--- src/hw/rtl/srht_ram.sv ---
`timescale 1ns / 1ps
`default_nettype none

module srht_ram #(
	parameter int WIDTH = 64,
	parameter int DEPTH = 64
) (
	input  wire logic                     clk,
	input  wire logic                     we,
	input  wire logic [$clog2(DEPTH)-1:0] waddr,
	input  wire logic [WIDTH-1:0]         wdata,
	input  wire logic [$clog2(DEPTH)-1:0] raddr,
	output logic      [WIDTH-1:0]         rdata
);

	logic [WIDTH-1:0] mem [DEPTH];

	always_ff @(posedge clk) begin
		if (we) begin
			mem[waddr] <= wdata;
		end
		rdata <= mem[raddr];
	end

endmodule

`default_nettype wire

--- config.mk ---
export PLATFORM = sky130hd
export DESIGN_NAME = srht_ram
export DESIGN_NICKNAME = d
export VERILOG_FILES = /design/src/hw/rtl/srht_ram.sv
export SDC_FILE = /design/constraint.sdc
export NUM_CORES = 2
export LEC_CHECK = 0
export ABC_AREA = 1
export BUFFER_PORTS_ARGS = -buffer_cell sky130_fd_sc_hd__buf_2
export CAP_MARGIN = 20
export CORE_UTILIZATION = 40
export DETAILED_ROUTE_END_ITERATION = 10
export PLACE_DENSITY_LB_ADDON = 0.15
export SKIP_CTS_REPAIR_TIMING = 1
export SYNTH_ARGS = -nofsm -noshare
export SYNTH_HDL_FRONTEND = slang
export SYNTH_SLANG_ARGS = --single-unit
--- constraint.sdc ---
create_clock -name clk -period 10.5 [get_ports clk]
set_input_delay 0.525 -clock clk [delete_from_list [all_inputs] [get_ports clk]]
set_output_delay 0.525 -clock clk [all_outputs]
set_load 0.02 [all_outputs]
# Yosys cells after proc, flatten, opt, wreduce, memory -nomap -nowiden
# Memories as Yosys holds them, arrays and structs flattened. A register that Yosys moved wholly into a read port is not among the register bits.
# Index checks and enable logic that the tools add are counted.
[totals] output_inout_bits=64 latchBits=0 mem_bits_rw=4096 n_memories=1 in_bits=78 romBits=0 ff_bits=0 wordCells=3
[mem_list] name="mem" depth=64 width=64 read_ports=1 rd_clocked_by_memory_dff=1 wr=1 line="16" source="logic [WIDTH-1:0] mem [DEPTH];"
[classes] div_mod_pow=0 multipliers=0 bitwise_logic=0 n_shift=0 magnitude_cmp=0 n_reduce_logical=0 n_eq_ne=0 muxes=2 n_addsub=0
[ops] cell="$mux 1" n=2

# Depth between registers and ports, before layout
[depth] word_depth=2 depth_mapped=13

# Worst setup path after synthesis
# Ideal clock, no wire load.
[synth_path] kind="input -> register" from="input port we" to="memory mem[48][0] (enable)" cell_stages=3 path_slack_ns=2.693 n_path_buf=1 arrival_ns=7.161 path_cell_list="clkbuf_1 > nand4_1 > nor4_1"
[synth_between] elab_chain_len=2
[synth_rtl] item="start, declared" line="9" source="input wire logic we,"
[synth_rtl] item="$mux 1" line="19" source="if (we) begin"
[synth_rtl] item="$mux 1 (implied by the code)" line="20" source="mem[waddr] <= wdata;"
[synth_rtl] item="end, declared" line="16"
# No other way between the ends.

==> results_dict.tcl <==
set metrics [dict create \
    crit_required_ns 11.44 \
    io_pins 142 \
    post-place-ws_ns 5.270 \
    coreArea_sq_um 410500 \
    cp-start-kind "input port" \
    finalSetupViolCount 0 \
    clkTransAtPathRegs_ns 0.06 \
    synthSimpleGateAreaFrac_pct 21.87 \
    fin_ws_ns 6.115 \
    grt_max_degree 186 \
    fin_crit_ns 4.385 \
    seq_area_sq_um 124300 \
    fin_setup_tns_ns 0 \
    gr-total-overflow 0 \
    worstPathCellList "buf_12 -> buf_4 -> buf_4 -> buf_4 -> buf_4 -> nand2_1 -> nand3_1 -> nand3_1 -> nand3_1 -> nand3_1 -> nand2_1 -> nand2_1 -> nand2_1" \
    cts-htree-levels 5 \
    yosysWarnings 0 \
    worst_slew_pin_slew_ns 1.268 \
    use_met3_pct 4.022 \
    use_met2_pct 43.52 \
    firstDrtPassIters 6 \
    rows 235 \
    timing.slew.headroom_pct 15.46 \
    cp_slowest_cell "buf_4" \
    vias 111100 \
    slew_viol_final 0 \
    port-buffer-count 141 \
    viasPerCell 5.771 \
    multiInputGateArea_sq_um 36620 \
    hold_viol 0 \
    hpwl_microns 286000 \
    grt_use_met1_pct 38.01 \
    p_leak_nw 64.85 \
    drcViolationCount 0 \
    synthAdderAreaFrac_pct 0 \
    wl_per_cell_microns 29.92 \
    place_congestion 0.8005 \
    final_nets 13491 \
    ant_nets 0 \
    synth_compound_area_share_pct 0 \
    p_per_area_nw_per_um2 192.6 \
    synthCells 13405 \
    syn_area_per_cell_sq_um 12.33 \
    numCtsBuffers 433 \
    nFillCells 37059 \
    ir_drop_mv 0.1400 \
    grt.total_usage_pct 27.07 \
    insertion_delay_ns 1.00 \
    grt_pass1_vias 105130 \
    end_kind "flop" \
    fin_skew_ns 0.03850 \
    status "finished, final reports clean" \
    die_width_microns 644.9 \
    worstPathMaxFanout 124 \
    cp.buffers_inverters 5 \
    initial_core_util_pct 40.27 \
    ys_seq_area_share_pct 75.18 \
    routed_wl_microns 576000 \
    most-common-layout-cells "nand2_1, edfxtp_1, nand3_1" \
    hold_class "input port to flop" \
    synth_seq_cells 4160 \
    antenna_found_initial 55 \
    worstSetupPathType "input port to flop" \
    worst_path_largest_cell_delay_ns 0.83 \
    synth_xor_area_share_pct 0 \
    final_common_cell "nand2_1" \
    grt_pass1_wl_microns 808500 \
    syn2layout_area_growth_pct 12.48 \
    crit_family "buffers and inverters" \
    grt.busiest_layer "met2" \
    tritoncts "built" \
    cts_num_sinks 4160 \
    drtIter0Drc 14373 \
    synth_top_family_by_area "simple AND/OR/NAND/NOR gates" \
    muxShareOfSynthArea_pct 0 \
    fp.dieH_microns 644.9 \
    clockBufferDepth 4 \
    cp.arrival_ns 5.32 \
    fmax_mhz 228.0 \
    maxCapViolations 0 \
    synthDistinctLibCells 16 \
    rsz0062_at_grt "no" \
    cts_root_buffer "clkbuf_16" \
    drive_gt1_share_pct 8.165 \
    finalCritPeriodShare_pct 41.76 \
    synth_area_sq_um 165300 \
    dieArea_sq_um 415800 \
    power_mw 35.81 \
    synth_nets 13483 \
]
-- registers in the layout (all words and copies together), names as in the netlist --
| signal | cells |
|---|---|
| mem | 4096 |
| rdata | 64 |
-- logic make-up (layout without fill, tap and decap cells) --
group | count (synthesis) | in the layout
AND/OR/NAND/NOR | 8336 | 8336
buffers and inverters | 909 | 1282
flip-flops | 4160 | 4160
other | 0 | 22
-- final timing paths --
check / startpoint / end / slack, ns / cells past startpoint
worst min register to register: mem[52][44] / rdata[44] / 0.79 / 8
worst max-delay path: raddr[0] / rdata[53] / 6.11 / 13
worst max register to register: mem[3][2] / rdata[2] / 8.62 / 8
worst min-delay path: wdata[18] / mem[18][18] / 0.04 / 1
-- metrics by stage --
step | std cells | area, sq um | hold WS, ns | util [%]
5_1_grt | 19234 | 185900 | 0.008857 | 45.29
3_3_place_gp | 18355 | 170800 | 0.7766 | 41.61
4_1_cts | 19173 | 185000 | -0.1074 | 45.08
6_report | 19251 | 185900 | 0.03872 | 45.30
2_1_floorplan | 13405 | 165300 | 0.6239 | -
3_5_place_dp | 18373 | 171200 | 0.7902 | 41.70
-- per-layer routing --
metal / vias to the layer above / part of all wire [%]
li1: 47920 / -
met1: 56706 / 41
met2: 5507 / 46
met3: 955 / 8.7
met4: 12 / 3.5
met5: - / 0.013
-- layout make-up --
cell class	instances	share of cell area [%]
flip-flops and latches	4160	66.84
multi-input cells	8336	19.69
clock buffers	569	6.384
well taps	5451	3.668
repair buffers	470	2.248
clock inverters	231	1.083
inverters	12	0.05652
diodes	22	0.02961
-- cell usage after synthesis --
cell type  number  area [sq um]
nand2_1      4416         16580
inv_2           2         7.510
dfxtp_1        64          1281
nor2_1         56         210.2
buf_6          40         450.4
nand4_1         9         56.30
buf_8           3         45.04
buf_2         501          2507
inv_1           8         30.03
clkbuf_1      147         551.8
inv_4           2         12.51
buf_4         134          1006
edfxtp_1     4096        123000
nand3_1      3847         19250
nor4_1          8         50.05
buf_1          72         270.3
-- power by group --
part	total, mW	internal, mW	switching [mW]
registers	18.5	18.4	0.0820
logic	2.13	0.502	1.62
clock network	15.2	8.70	6.52
total	35.8	27.6	8.22
Note: power is estimated with default switching activity, not from simulation.
